==> src/rtl/cdsc_pkg.sv <==
// Shared types, constants and calendar helper functions for the calendar
// date / seconds converter. No dependencies.
`default_nettype none

package cdsc_pkg;

    // field widths
    localparam int YEAR_W  = 12;
    localparam int MONTH_W = 4;
    localparam int DAY_W   = 5;
    localparam int TS_W    = 38;
    localparam int EDAY_W  = 21;   // days from year zero to a 12-bit year
    localparam int DOY_W   = 9;    // day of year, 0..365

    // pipeline depth: input register, six work stages, output register
    localparam int NUM_STAGES = 8;

    // item kinds
    localparam logic KIND_D2S = 1'b0;
    localparam logic KIND_S2D = 1'b1;

    // seconds per day is 128 * 675: a shift then a reciprocal divide by 675
    localparam int          SEC_SHIFT     = 7;
    localparam logic [9:0]  SEC_DIV       = 10'd675;
    localparam logic [31:0] DIV675_RECIP  = 32'd3257812230;  // floor(2^41 / 675)
    localparam int          DIV675_SHIFT  = 41;
    // bias that makes the shifted timestamp non-negative, a multiple of 675
    localparam logic [31:0] TS_BIAS       = 32'd1073742075;  // 675 * 1590729
    localparam logic [24:0] TS_BIAS_DAYS  = 25'd1590729;

    // four-year cycle divide
    localparam logic [10:0] CYCLE_DAYS     = 11'd1461;
    localparam logic [21:0] DIV1461_RECIP  = 22'd2939744;    // floor(2^32 / 1461)
    localparam int          DIV1461_SHIFT  = 32;

    localparam logic [37:0] SECS_PER_DAY = 38'd86400;
    localparam logic [11:0] EPOCH_RESET  = 12'd1970;

    // load strobes of the six work stages
    typedef struct packed {
        logic s1;
        logic s2;
        logic s3;
        logic s4;
        logic s5;
        logic s6;
    } t_stage_ld;

    // date to seconds result
    typedef struct packed {
        logic                   ok;
        logic signed [TS_W-1:0] secs;
    } t_d2s_res;

    // seconds to date result
    typedef struct packed {
        logic               ok;
        logic [YEAR_W-1:0]  year;
        logic [MONTH_W-1:0] month;
        logic [DAY_W-1:0]   day;
    } t_s2d_res;

    // days before the first of month m, zero for a month code out of range
    function automatic logic [DOY_W-1:0] cum_days(input logic [MONTH_W-1:0] m,
                                                  input logic leap);
        logic [DOY_W-1:0] base;
        begin
            unique case (m)
                4'd1:    base = 9'd0;
                4'd2:    base = 9'd31;
                4'd3:    base = 9'd59;
                4'd4:    base = 9'd90;
                4'd5:    base = 9'd120;
                4'd6:    base = 9'd151;
                4'd7:    base = 9'd181;
                4'd8:    base = 9'd212;
                4'd9:    base = 9'd243;
                4'd10:   base = 9'd273;
                4'd11:   base = 9'd304;
                4'd12:   base = 9'd334;
                default: base = 9'd0;
            endcase
            cum_days = base + ((leap && m > 4'd2 && m <= 4'd12) ? 9'd1 : 9'd0);
        end
    endfunction

    // days in month m, zero for a month code out of range
    function automatic logic [DAY_W-1:0] month_len(input logic [MONTH_W-1:0] m,
                                                   input logic leap);
        begin
            unique case (m)
                4'd1, 4'd3, 4'd5, 4'd7, 4'd8, 4'd10, 4'd12: month_len = 5'd31;
                4'd4, 4'd6, 4'd9, 4'd11:                    month_len = 5'd30;
                4'd2:    month_len = leap ? 5'd29 : 5'd28;
                default: month_len = 5'd0;
            endcase
        end
    endfunction

    // days from January 1 of year zero to January 1 of year y
    function automatic logic [EDAY_W-1:0] days_before_year(input logic [YEAR_W-1:0] y);
        logic [12:0] yp3;
        begin
            yp3 = {1'b0, y} + 13'd3;
            days_before_year = EDAY_W'(EDAY_W'(y) * 21'd365) + EDAY_W'(yp3 >> 2);
        end
    endfunction

endpackage

`default_nettype wire

==> src/rtl/calendar_date_seconds_converter.sv <==
// Top level of the calendar date / seconds converter: stream handshake,
// pipeline control, epoch register and output register.
// Depends on cdsc_pkg, cdsc_date2sec and cdsc_sec2date.
//
// Usage:
//   Input words arrive on the s_axis channel; tuser[0] selects the kind:
//   0 turns year/month/day into signed seconds from January 1 midnight of
//   the epoch year, 1 turns a signed timestamp into year/month/day.
//   Results leave on m_axis, one word per input word, in order. tuser[0]
//   carries ok (valid date, or result year within 1..4095).
//   The epoch year is written on the cfg channel (always ready) and resets
//   to 1970. The user must write it only while no word is in flight; the
//   block itself does not enforce this.
//   Throughput: one word per cycle while the receiver is ready; each of the
//   eight pipeline stages takes a new word in the same cycle its current word
//   moves on. Every stage holds its word while the next one is full, so a stalled
//   receiver fills the empty stages first; s_axis_tready drops only when
//   all eight stages hold a word. Reset empties the pipeline.
`default_nettype none

module calendar_date_seconds_converter
    import cdsc_pkg::*;
(
    input  wire         i_clk,
    input  wire         i_rst_n,
    // input words
    input  wire         s_axis_tvalid,
    output logic        s_axis_tready,
    input  wire  [63:0] s_axis_tdata,   // year[11:0], month[15:12], day[20:16], timestamp[58:21]
    input  wire  [0:0]  s_axis_tuser,   // kind[0]
    // result words
    output logic        m_axis_tvalid,
    input  wire         m_axis_tready,
    output logic [63:0] m_axis_tdata,   // out_seconds[37:0], out_year[49:38], out_month[53:50], out_day[58:54]
    output logic [0:0]  m_axis_tuser,   // ok[0]
    // epoch year write
    input  wire         i_cfg_valid,
    output logic        o_cfg_ready,
    input  wire  [11:0] i_cfg_data
);

    logic [NUM_STAGES-1:0] go;
    logic [NUM_STAGES-1:0] rdy;
    logic [NUM_STAGES-1:0] ld;
    logic [NUM_STAGES-1:0] n_vld;
    t_stage_ld             stage_ld;
    t_d2s_res              d2s_res;
    t_s2d_res              s2d_res;

    logic [NUM_STAGES-1:0] r_vld;
    logic [NUM_STAGES-1:0] r_kind;
    logic [YEAR_W-1:0]     r_epoch;
    logic [YEAR_W-1:0]     r_s0_year;
    logic [MONTH_W-1:0]    r_s0_month;
    logic [DAY_W-1:0]      r_s0_day;
    logic [TS_W-1:0]       r_s0_ts;
    logic                  r_out_ok;
    logic [TS_W-1:0]       r_out_secs;
    logic [YEAR_W-1:0]     r_out_year;
    logic [MONTH_W-1:0]    r_out_month;
    logic [DAY_W-1:0]      r_out_day;

    // epoch register
    assign o_cfg_ready = 1'b1;

    always_ff @(posedge i_clk) begin
        if (!i_rst_n) begin
            r_epoch <= EPOCH_RESET;
        end else if (i_cfg_valid && o_cfg_ready) begin
            r_epoch <= i_cfg_data;
        end
    end

    // per-stage flow: a stage moves on when the next one is empty or moving
    always_comb begin
        go[NUM_STAGES-1]  = r_vld[NUM_STAGES-1] && m_axis_tready;
        rdy[NUM_STAGES-1] = !r_vld[NUM_STAGES-1] || go[NUM_STAGES-1];
        for (int k = NUM_STAGES - 2; k >= 0; k--) begin
            go[k]  = r_vld[k] && rdy[k+1];
            rdy[k] = !r_vld[k] || go[k];
        end
        ld[0] = s_axis_tvalid && rdy[0];
        for (int k = 1; k < NUM_STAGES; k++) begin
            ld[k] = go[k-1];
        end
        n_vld = ld | (r_vld & ~go);
    end

    assign stage_ld = '{s1: ld[1], s2: ld[2], s3: ld[3], s4: ld[4], s5: ld[5], s6: ld[6]};

    always_ff @(posedge i_clk) begin
        if (!i_rst_n) begin
            r_vld <= '0;
        end else begin
            r_vld <= n_vld;
        end
    end

    // kind travels with each word
    always_ff @(posedge i_clk) begin
        if (ld[0]) r_kind[0] <= s_axis_tuser[0];
        for (int k = 1; k < NUM_STAGES; k++) begin
            if (ld[k]) r_kind[k] <= r_kind[k-1];
        end
    end

    // input register
    always_ff @(posedge i_clk) begin
        if (ld[0]) begin
            r_s0_year  <= s_axis_tdata[11:0];
            r_s0_month <= s_axis_tdata[15:12];
            r_s0_day   <= s_axis_tdata[20:16];
            r_s0_ts    <= s_axis_tdata[58:21];
        end
    end

    cdsc_date2sec u_date2sec (
        .i_clk   (i_clk),
        .i_ld    (stage_ld),
        .i_year  (r_s0_year),
        .i_month (r_s0_month),
        .i_day   (r_s0_day),
        .i_epoch (r_epoch),
        .o_res   (d2s_res)
    );

    cdsc_sec2date u_sec2date (
        .i_clk   (i_clk),
        .i_ld    (stage_ld),
        .i_ts    (r_s0_ts),
        .i_epoch (r_epoch),
        .o_res   (s2d_res)
    );

    // output register, selected by kind
    always_ff @(posedge i_clk) begin
        if (ld[NUM_STAGES-1]) begin
            if (r_kind[NUM_STAGES-2] == KIND_S2D) begin
                r_out_ok    <= s2d_res.ok;
                r_out_secs  <= '0;
                r_out_year  <= s2d_res.year;
                r_out_month <= s2d_res.month;
                r_out_day   <= s2d_res.day;
            end else begin
                r_out_ok    <= d2s_res.ok;
                r_out_secs  <= d2s_res.secs;
                r_out_year  <= '0;
                r_out_month <= '0;
                r_out_day   <= '0;
            end
        end
    end

    assign s_axis_tready   = rdy[0];
    assign m_axis_tvalid   = r_vld[NUM_STAGES-1];
    assign m_axis_tdata    = {5'd0, r_out_day, r_out_month, r_out_year, r_out_secs};
    assign m_axis_tuser[0] = r_out_ok;

    // input stalls only with every stage holding a word
    assert property (@(posedge i_clk) disable iff (!i_rst_n)
        !s_axis_tready |-> (&r_vld))
        else $error("input stalled with an empty pipeline stage");

    // a decoded date is always a real month and day
    assert property (@(posedge i_clk) disable iff (!i_rst_n)
        (m_axis_tvalid && r_kind[NUM_STAGES-1] == KIND_S2D && r_out_ok) |->
        (r_out_month >= 4'd1 && r_out_month <= 4'd12 && r_out_day != 5'd0 &&
         r_out_year != 12'd0 && r_out_secs == '0))
        else $error("seconds to date gave an impossible date");

    // date to seconds leaves the date fields clear, seconds zero when invalid
    assert property (@(posedge i_clk) disable iff (!i_rst_n)
        (m_axis_tvalid && r_kind[NUM_STAGES-1] == KIND_D2S) |->
        (r_out_year == '0 && r_out_month == '0 && r_out_day == '0 &&
         (r_out_ok || r_out_secs == '0)))
        else $error("date to seconds result has stray fields");

    // reset empties the pipeline
    assert property (@(posedge i_clk)
        !i_rst_n |=> !m_axis_tvalid)
        else $error("result valid right after reset");

endmodule

`default_nettype wire

==> src/rtl/cdsc_date2sec.sv <==
// Date to seconds datapath: validates the date, counts days from the epoch
// and scales to seconds. Depends on cdsc_pkg.
`default_nettype none

module cdsc_date2sec
    import cdsc_pkg::*;
(
    input  wire                i_clk,
    input  wire t_stage_ld     i_ld,
    input  wire [YEAR_W-1:0]   i_year,
    input  wire [MONTH_W-1:0]  i_month,
    input  wire [DAY_W-1:0]    i_day,
    input  wire [YEAR_W-1:0]   i_epoch,
    output t_d2s_res           o_res
);

    logic                leap;
    logic [DAY_W-1:0]    mlen;
    logic                date_ok;
    logic [EDAY_W-1:0]   dby_y;
    logic [EDAY_W-1:0]   dby_e;
    logic signed [22:0]  n_s1_d;
    logic signed [40:0]  secs_full;
    t_d2s_res            n_s2;

    logic signed [22:0]  r_s1_d;
    logic                r_s1_ok;
    t_d2s_res            r_s2;
    t_d2s_res            r_s3;
    t_d2s_res            r_s4;
    t_d2s_res            r_s5;
    t_d2s_res            r_s6;

    // stage 1: check month and day, signed day count from the epoch
    always_comb begin
        leap    = (i_year[1:0] == 2'b00);
        mlen    = month_len(i_month, leap);
        date_ok = (i_month >= 4'd1) && (i_month <= 4'd12) &&
                  (i_day != 5'd0) && (i_day <= mlen);
        dby_y   = days_before_year(i_year);
        dby_e   = days_before_year(i_epoch);
        n_s1_d  = $signed({2'b00, dby_y}) + $signed({14'd0, cum_days(i_month, leap)})
                + $signed({18'd0, i_day}) - 23'sd1 - $signed({2'b00, dby_e});
    end

    // stage 2: scale days to seconds
    always_comb begin
        secs_full  = $signed({{18{r_s1_d[22]}}, r_s1_d}) * $signed({3'b000, SECS_PER_DAY});
        n_s2.ok    = r_s1_ok;
        n_s2.secs  = r_s1_ok ? secs_full[TS_W-1:0] : '0;
    end

    // stage registers, later stages only carry the result along
    always_ff @(posedge i_clk) begin
        if (i_ld.s1) begin
            r_s1_d  <= n_s1_d;
            r_s1_ok <= date_ok;
        end
        if (i_ld.s2) r_s2 <= n_s2;
        if (i_ld.s3) r_s3 <= r_s2;
        if (i_ld.s4) r_s4 <= r_s3;
        if (i_ld.s5) r_s5 <= r_s4;
        if (i_ld.s6) r_s6 <= r_s5;
    end

    assign o_res = r_s6;

endmodule

`default_nettype wire

==> src/rtl/cdsc_sec2date.sv <==
// Seconds to date datapath: floor divide by the day length, split into
// four-year cycles, year and month. Depends on cdsc_pkg.
`default_nettype none

module cdsc_sec2date
    import cdsc_pkg::*;
(
    input  wire                i_clk,
    input  wire t_stage_ld     i_ld,
    input  wire [TS_W-1:0]     i_ts,
    input  wire [YEAR_W-1:0]   i_epoch,
    output t_s2d_res           o_res
);

    // stage 1 logic
    logic [32:0]         u_wide;
    logic [31:0]         u;
    logic [63:0]         p1;
    // stage 2 logic
    logic [32:0]         prod1;
    logic [31:0]         rem1_wide;
    // stage 3 logic
    logic [22:0]         q_days;
    logic signed [24:0]  abs_wide;
    // stage 4 logic
    logic [43:0]         p2;
    // stage 5 logic
    logic [22:0]         prod2;
    logic [21:0]         rem2_wide;
    // stage 6 logic
    logic                corr;
    logic [YEAR_W-1:0]   qh;
    logic [10:0]         rc;
    logic [1:0]          yoff;
    logic [DOY_W-1:0]    doy;
    logic [13:0]         y_full;
    // month search
    logic [MONTH_W-1:0]  mcnt;
    logic [MONTH_W-1:0]  mon;
    logic [DOY_W-1:0]    dom;

    logic [31:0]         r_s1_u;
    logic [22:0]         r_s1_q0;
    logic [22:0]         r_s2_q0;
    logic [10:0]         r_s2_r0;
    logic [21:0]         r_s3_abs;
    logic                r_s3_neg;
    logic [21:0]         r_s4_abs;
    logic [YEAR_W-1:0]   r_s4_qh0;
    logic                r_s4_neg;
    logic [YEAR_W-1:0]   r_s5_qh0;
    logic [11:0]         r_s5_rr0;
    logic                r_s5_neg;
    logic [YEAR_W-1:0]   r_s6_y;
    logic [DOY_W-1:0]    r_s6_doy;
    logic                r_s6_leap;
    logic                r_s6_ok;

    // stage 1: drop the low 7 bits (floor), bias positive, reciprocal of 675
    always_comb begin
        u_wide = {{2{i_ts[TS_W-1]}}, i_ts[TS_W-1:SEC_SHIFT]} + {1'b0, TS_BIAS};
        u      = u_wide[31:0];
        p1     = {32'd0, u} * {32'd0, DIV675_RECIP};
    end

    // stage 2: remainder of the estimate, below twice the divisor
    always_comb begin
        prod1     = {10'd0, r_s1_q0} * {23'd0, SEC_DIV};
        rem1_wide = r_s1_u - prod1[31:0];
    end

    // stage 3: corrected day count, remove bias, add epoch days
    always_comb begin
        q_days   = r_s2_q0 + ((r_s2_r0 >= {1'b0, SEC_DIV}) ? 23'd1 : 23'd0);
        abs_wide = $signed({2'b00, q_days}) - $signed(TS_BIAS_DAYS)
                 + $signed({4'd0, days_before_year(i_epoch)});
    end

    // stage 4: reciprocal estimate of the four-year cycle count
    always_comb begin
        p2 = {22'd0, r_s3_abs} * {22'd0, DIV1461_RECIP};
    end

    // stage 5: remainder of the cycle estimate
    always_comb begin
        prod2     = {11'd0, r_s4_qh0} * {12'd0, CYCLE_DAYS};
        rem2_wide = r_s4_abs - prod2[21:0];
    end

    // stage 6: correct the cycle split, year within cycle, range check
    always_comb begin
        corr = (r_s5_rr0 >= {1'b0, CYCLE_DAYS});
        qh   = r_s5_qh0 + (corr ? 12'd1 : 12'd0);
        rc   = corr ? 11'(r_s5_rr0 - {1'b0, CYCLE_DAYS}) : r_s5_rr0[10:0];
        if (rc < 11'd366) begin
            yoff = 2'd0;
            doy  = rc[DOY_W-1:0];
        end else if (rc < 11'd731) begin
            yoff = 2'd1;
            doy  = DOY_W'(rc - 11'd366);
        end else if (rc < 11'd1096) begin
            yoff = 2'd2;
            doy  = DOY_W'(rc - 11'd731);
        end else begin
            yoff = 2'd3;
            doy  = DOY_W'(rc - 11'd1096);
        end
        y_full = {qh, 2'b00} + {12'd0, yoff};
    end

    // output: month by counting month ends passed, then day of month
    always_comb begin
        mcnt = '0;
        for (int k = 1; k <= 11; k++) begin
            if (r_s6_doy >= cum_days(MONTH_W'(k + 1), r_s6_leap))
                mcnt = mcnt + 4'd1;
        end
        mon = mcnt + 4'd1;
        dom = r_s6_doy - cum_days(mon, r_s6_leap) + 9'd1;
        o_res.ok    = r_s6_ok;
        o_res.year  = r_s6_ok ? r_s6_y : '0;
        o_res.month = r_s6_ok ? mon : '0;
        o_res.day   = r_s6_ok ? dom[DAY_W-1:0] : '0;
    end

    // stage registers
    always_ff @(posedge i_clk) begin
        if (i_ld.s1) begin
            r_s1_u  <= u;
            r_s1_q0 <= p1[63:DIV675_SHIFT];
        end
        if (i_ld.s2) begin
            r_s2_q0 <= r_s1_q0;
            r_s2_r0 <= rem1_wide[10:0];
        end
        if (i_ld.s3) begin
            r_s3_abs <= abs_wide[21:0];
            r_s3_neg <= abs_wide[24];
        end
        if (i_ld.s4) begin
            r_s4_abs <= r_s3_abs;
            r_s4_qh0 <= p2[DIV1461_SHIFT+YEAR_W-1:DIV1461_SHIFT];
            r_s4_neg <= r_s3_neg;
        end
        if (i_ld.s5) begin
            r_s5_qh0 <= r_s4_qh0;
            r_s5_rr0 <= rem2_wide[11:0];
            r_s5_neg <= r_s4_neg;
        end
        if (i_ld.s6) begin
            r_s6_y    <= y_full[YEAR_W-1:0];
            r_s6_doy  <= doy;
            r_s6_leap <= (yoff == 2'd0);
            r_s6_ok   <= !r_s5_neg && (y_full != 14'd0) && (y_full <= 14'd4095);
        end
    end

endmodule

`default_nettype wire
==> config.mk <==
export PLATFORM = sky130hd
export DESIGN_NAME = calendar_date_seconds_converter
export DESIGN_NICKNAME = d
export VERILOG_FILES = /design/src/rtl/cdsc_pkg.sv /design/src/rtl/calendar_date_seconds_converter.sv /design/src/rtl/cdsc_date2sec.sv /design/src/rtl/cdsc_sec2date.sv
export SDC_FILE = /design/constraint.sdc
export NUM_CORES = 2
export LEC_CHECK = 0
export ABC_CLOCK_PERIOD_IN_PS = 11700
export BUFFER_PORTS_ARGS = -buffer_cell sky130_fd_sc_hd__buf_2
export CAP_MARGIN = 20
export CORE_MARGIN = 5
export CORE_UTILIZATION = 45
export DETAILED_ROUTE_END_ITERATION = 10
export GPL_TIMING_DRIVEN = 0
export HOLD_SLACK_MARGIN = 0.06
export PLACE_DENSITY = 0.57
export SETUP_SLACK_MARGIN = 0.02
export SLEW_MARGIN = 20
export SYNTH_ARGS = -nofsm -noshare
export SYNTH_HDL_FRONTEND = slang
export SYNTH_SLANG_ARGS = --single-unit
==> constraint.sdc <==
create_clock -name i_clk -period 11.7 [get_ports i_clk]
set_input_delay 1.755 -clock i_clk [delete_from_list [all_inputs] [get_ports i_clk]]
set_output_delay 1.755 -clock i_clk [all_outputs]
set_load 0.005 [all_outputs]
==> results.sh <==
export IMPL_outcome="finished, final reports clean"
export IMPL_antenna_found_initial=2
export IMPL_grt_first_pass_wirelength_um=187000
export IMPL_final_period_minus_worst_setup_slack_ns=10.96
export IMPL_drt_drc_violations_left=0
export IMPL_design_die_area_um2=130000
export IMPL_worstSetupPathType="reg -> reg"
export IMPL_worst_ep_required_time_ns=12.11
export IMPL_worst_path_buf_inv=5
export IMPL_hold_violations=0
export IMPL_clock_latency_ns=0.67
export IMPL_die_x_um=360
export IMPL_layout_area_seq_um2=14400
export IMPL_hpwlAfterDp_um=97500
export IMPL_min_delay_path_class="reg -> reg"
export IMPL_yosysWarningCount=0
export IMPL_cts_tree="done"
export IMPL_timing_setup_tns_ns=0
export IMPL_boundaryPins=150
export IMPL_post_synth_num_cell_types=99
export IMPL_synth_yosys_seq_area_share=0.261
export IMPL_critical_path_max_stage_delay_ns=0.54
export IMPL_postLayoutCellArea_um2=60600
export IMPL_netlist_area_um2=55100
export IMPL_routed_via_count=34123
export IMPL_reg2reg_slack_ns=0.74
export IMPL_rsz0062_at_grt="no"
export IMPL_drt_wirelength_per_cell_um=16.3
export IMPL_asyncSetResetFlopFracSynth=0
export IMPL_hold_path_cell_count=0
export IMPL_cp_slowest_cell="sky130_fd_sc_hd__fa_1"
export IMPL_critical_path_endpoint_type="register"
export IMPL_synthCells=5064
export IMPL_regToRegStartpoint="r_s0_ts[7]"
export IMPL_firstDrtPassIters=6
export IMPL_gr_usage_all_layers=0.179
export IMPL_crit_arrival_ns=11.37
export IMPL_holdBufCountCts=0
export IMPL_yosys_top_cells_area="sky130_fd_sc_hd__edfxtp_1, sky130_fd_sc_hd__ha_1, sky130_fd_sc_hd__fa_1"
export IMPL_grt_max_degree=44
export IMPL_yosys_top_cells_count="sky130_fd_sc_hd__inv_1, sky130_fd_sc_hd__ha_1, sky130_fd_sc_hd__fa_1, sky130_fd_sc_hd__edfxtp_1, sky130_fd_sc_hd__xnor2_1"
export IMPL_worstPathMaxFanout=9
export IMPL_place_area_um2=58700
export IMPL_number_of_buffers_on_the_longest_clock_path=3
export IMPL_synth_enable_flop_cells=460
export IMPL_crit_reg2reg_capture="u_sec2date.r_s1_q0[21]"
export IMPL_fmaxAchievable_ghz=0.0912
export IMPL_fin_skew_ns=0.0767
export IMPL_final_net_count=6998
export IMPL_post_synth_top_area_fraction=0.251
export IMPL_fp_dieH_um=360
export IMPL_holdCritStartpoint="r_kind[4]"
export IMPL_crit_path_start_kind="register"
export IMPL_postSynthAreaPerCell_um2=10.9
export IMPL_synth_top_area_cell="sky130_fd_sc_hd__edfxtp_1"
export IMPL_numClockSinks=489
export IMPL_gpl_final_weighted_congestion=0.852
export IMPL_synth_flop_cell="sky130_fd_sc_hd__edfxtp_1"
export IMPL_core_area_um2=122000
export IMPL_final_slew_violations=0
export IMPL_n_antenna_cell=0
export IMPL_num_rows=128
export IMPL_floorplan_initialDensity=0.453
export IMPL_via_per_inst=4.90
export IMPL_critical_path_top_delay_family="adder cells"
export IMPL_synthToLayoutAreaGrowth_pct=10.0
export IMPL_synth_most_common_cell="sky130_fd_sc_hd__inv_1"
export IMPL_ctsHtreeMaxLevel=2
export IMPL_slew_limit_headroom=0.306
export IMPL_critical_path_depth=34
export IMPL_cts_buffers_inserted=56
export IMPL_drive_above_1_share=0.0665
export IMPL_cts_root_buffer_cell="sky130_fd_sc_hd__clkbuf_16"
export IMPL_multi_input_comb_area_um2=36300
export IMPL_placement_io_buffers=122
export IMPL_synth_seq_cells=489
export IMPL_hold_path_end="r_kind[5]"
export IMPL_setup_viol=0
export IMPL_timing_max_cap_violations=0
export IMPL_postRouteAntennaNets=0
export IMPL_clk_pin_slew_worst_paths_ns=0.07
export IMPL_global_route_overflow_total=0
export IMPL_via_count_of_the_first_global_routing_pass=35421
export IMPL_filler_cell_count=11078
export IMPL_max_slew_worst_pin_slew_ns=1.03
export IMPL_postRouteWirelength_um=113000
export IMPL_fin_crit_sh=0.937
export IMPL_first_iter_violations=1471
export IMPL_timing_reg2reg_worst_path_depth=34
==> worst max path at each step <==
stage | to | from
final | u_sec2date.r_s1_q0[21] | r_s0_ts[7]
after global routing | u_sec2date.r_s1_q0[21] | r_s0_ts[7]
after CTS | u_sec2date.r_s1_q0[21] | r_s0_ts[7]
after detailed placement | u_sec2date.r_s1_q0[21] | r_s0_ts[7]
after global placement | u_sec2date.r_s1_q0[22] | r_s0_ts[7]
after floorplan | r_out_day[4] | u_sec2date.r_s6_leap
==> stage by stage <==
step	instances	utilization	setup WS [ns]	hold slack (ns)
2_1_floorplan	5075	-	2.13	0.400
3_3_place_gp	6822	0.475	-0.251	0.402
3_5_place_dp	6853	0.482	-0.0737	0.405
4_1_cts	6959	0.498	0.113	0.415
5_1_grt	6963	0.498	0.0772	0.415
6_report	6963	0.498	0.737	0.411
==> final cells by class <==
cell class | instances | share of cell area
Multi-Input combinational cell | 3350 | 0.600
Sequential cell | 489 | 0.237
Inverter | 1181 | 0.0732
Tap cell | 1625 | 0.0335
Clock buffer | 63 | 0.0236
Timing Repair Buffer | 157 | 0.0205
Clock inverter | 43 | 0.00729
Buffer | 55 | 0.00471
==> cells by family after synthesis <==
logic type	share of synthesized area
compound gates	0.0669
simple gates	0.0717
mux	0.00456
fa+ha+maj	0.453
xor+xnor	0.0563
flops	0.261
buf+inv	0.0856
other cells	0.000136
==> per-layer routing <==
metal	vias up	wire, µm	GRT usage
li1	17118	-	-
met1	16462	53000	0.249
met2	414	54200	0.304
met3	127	3340	0.0186
met4	2	2860	0.0443
met5	-	20	0
==> placed cells by master, fill, tap and decap left out, drive strengths merged, types with 21 or more instances in the layout <==
cell type     n
inv        1188
o21ai       127
xnor2       236
buf         178
nand4        23
clkbuf       97
and2         43
a21o         42
nor3         44
a211oi       21
xor2         98
nand2b       32
nand3        78
and3         59
clkinv       27
o21a         23
nand2       158
edfxtp      460
mux2i        21
a21oi       166
a31oi        26
fa          618
dfxtp        29
nor2b        80
ha         1008
nor2        191
o21bai       32
==> flip-flops by register name (all words and copies together) (netlist names), 8 cells and up, named ones only <==
signal,cells
r_out_year,12
u_sec2date.r_s6_y,12
r_out_secs,31
u_date2sec.r_s4,32
u_sec2date.r_s1_q0,23
u_sec2date.r_s2_q0,23
u_sec2date.r_s2_r0,11
u_date2sec.r_s2,32
r_s0_year,12
u_sec2date.r_s5_rr0,12
r_vld,8
u_date2sec.o_res,32
u_date2sec.r_s3,32
u_sec2date.r_s5_qh0,12
u_sec2date.r_s3_abs,22
u_sec2date.r_s6_doy,9
u_date2sec.r_s1_d,23
r_s0_ts,31
u_sec2date.r_s4_qh0,12
u_sec2date.r_s4_abs,12
r_epoch,12
u_date2sec.r_s5,32
u_sec2date.r_s1_u,11
==> what timing repair did <==
action                                  4_1_cts  5_1_grt
endpoints found under the setup margin        2        7
gates resized for setup                       2        4
buffers inserted                              0        4
pin swaps                                     0        2
Power is not shown: default switching activity piles up to over one toggle a cycle in this logic, so the estimate is an artifact.
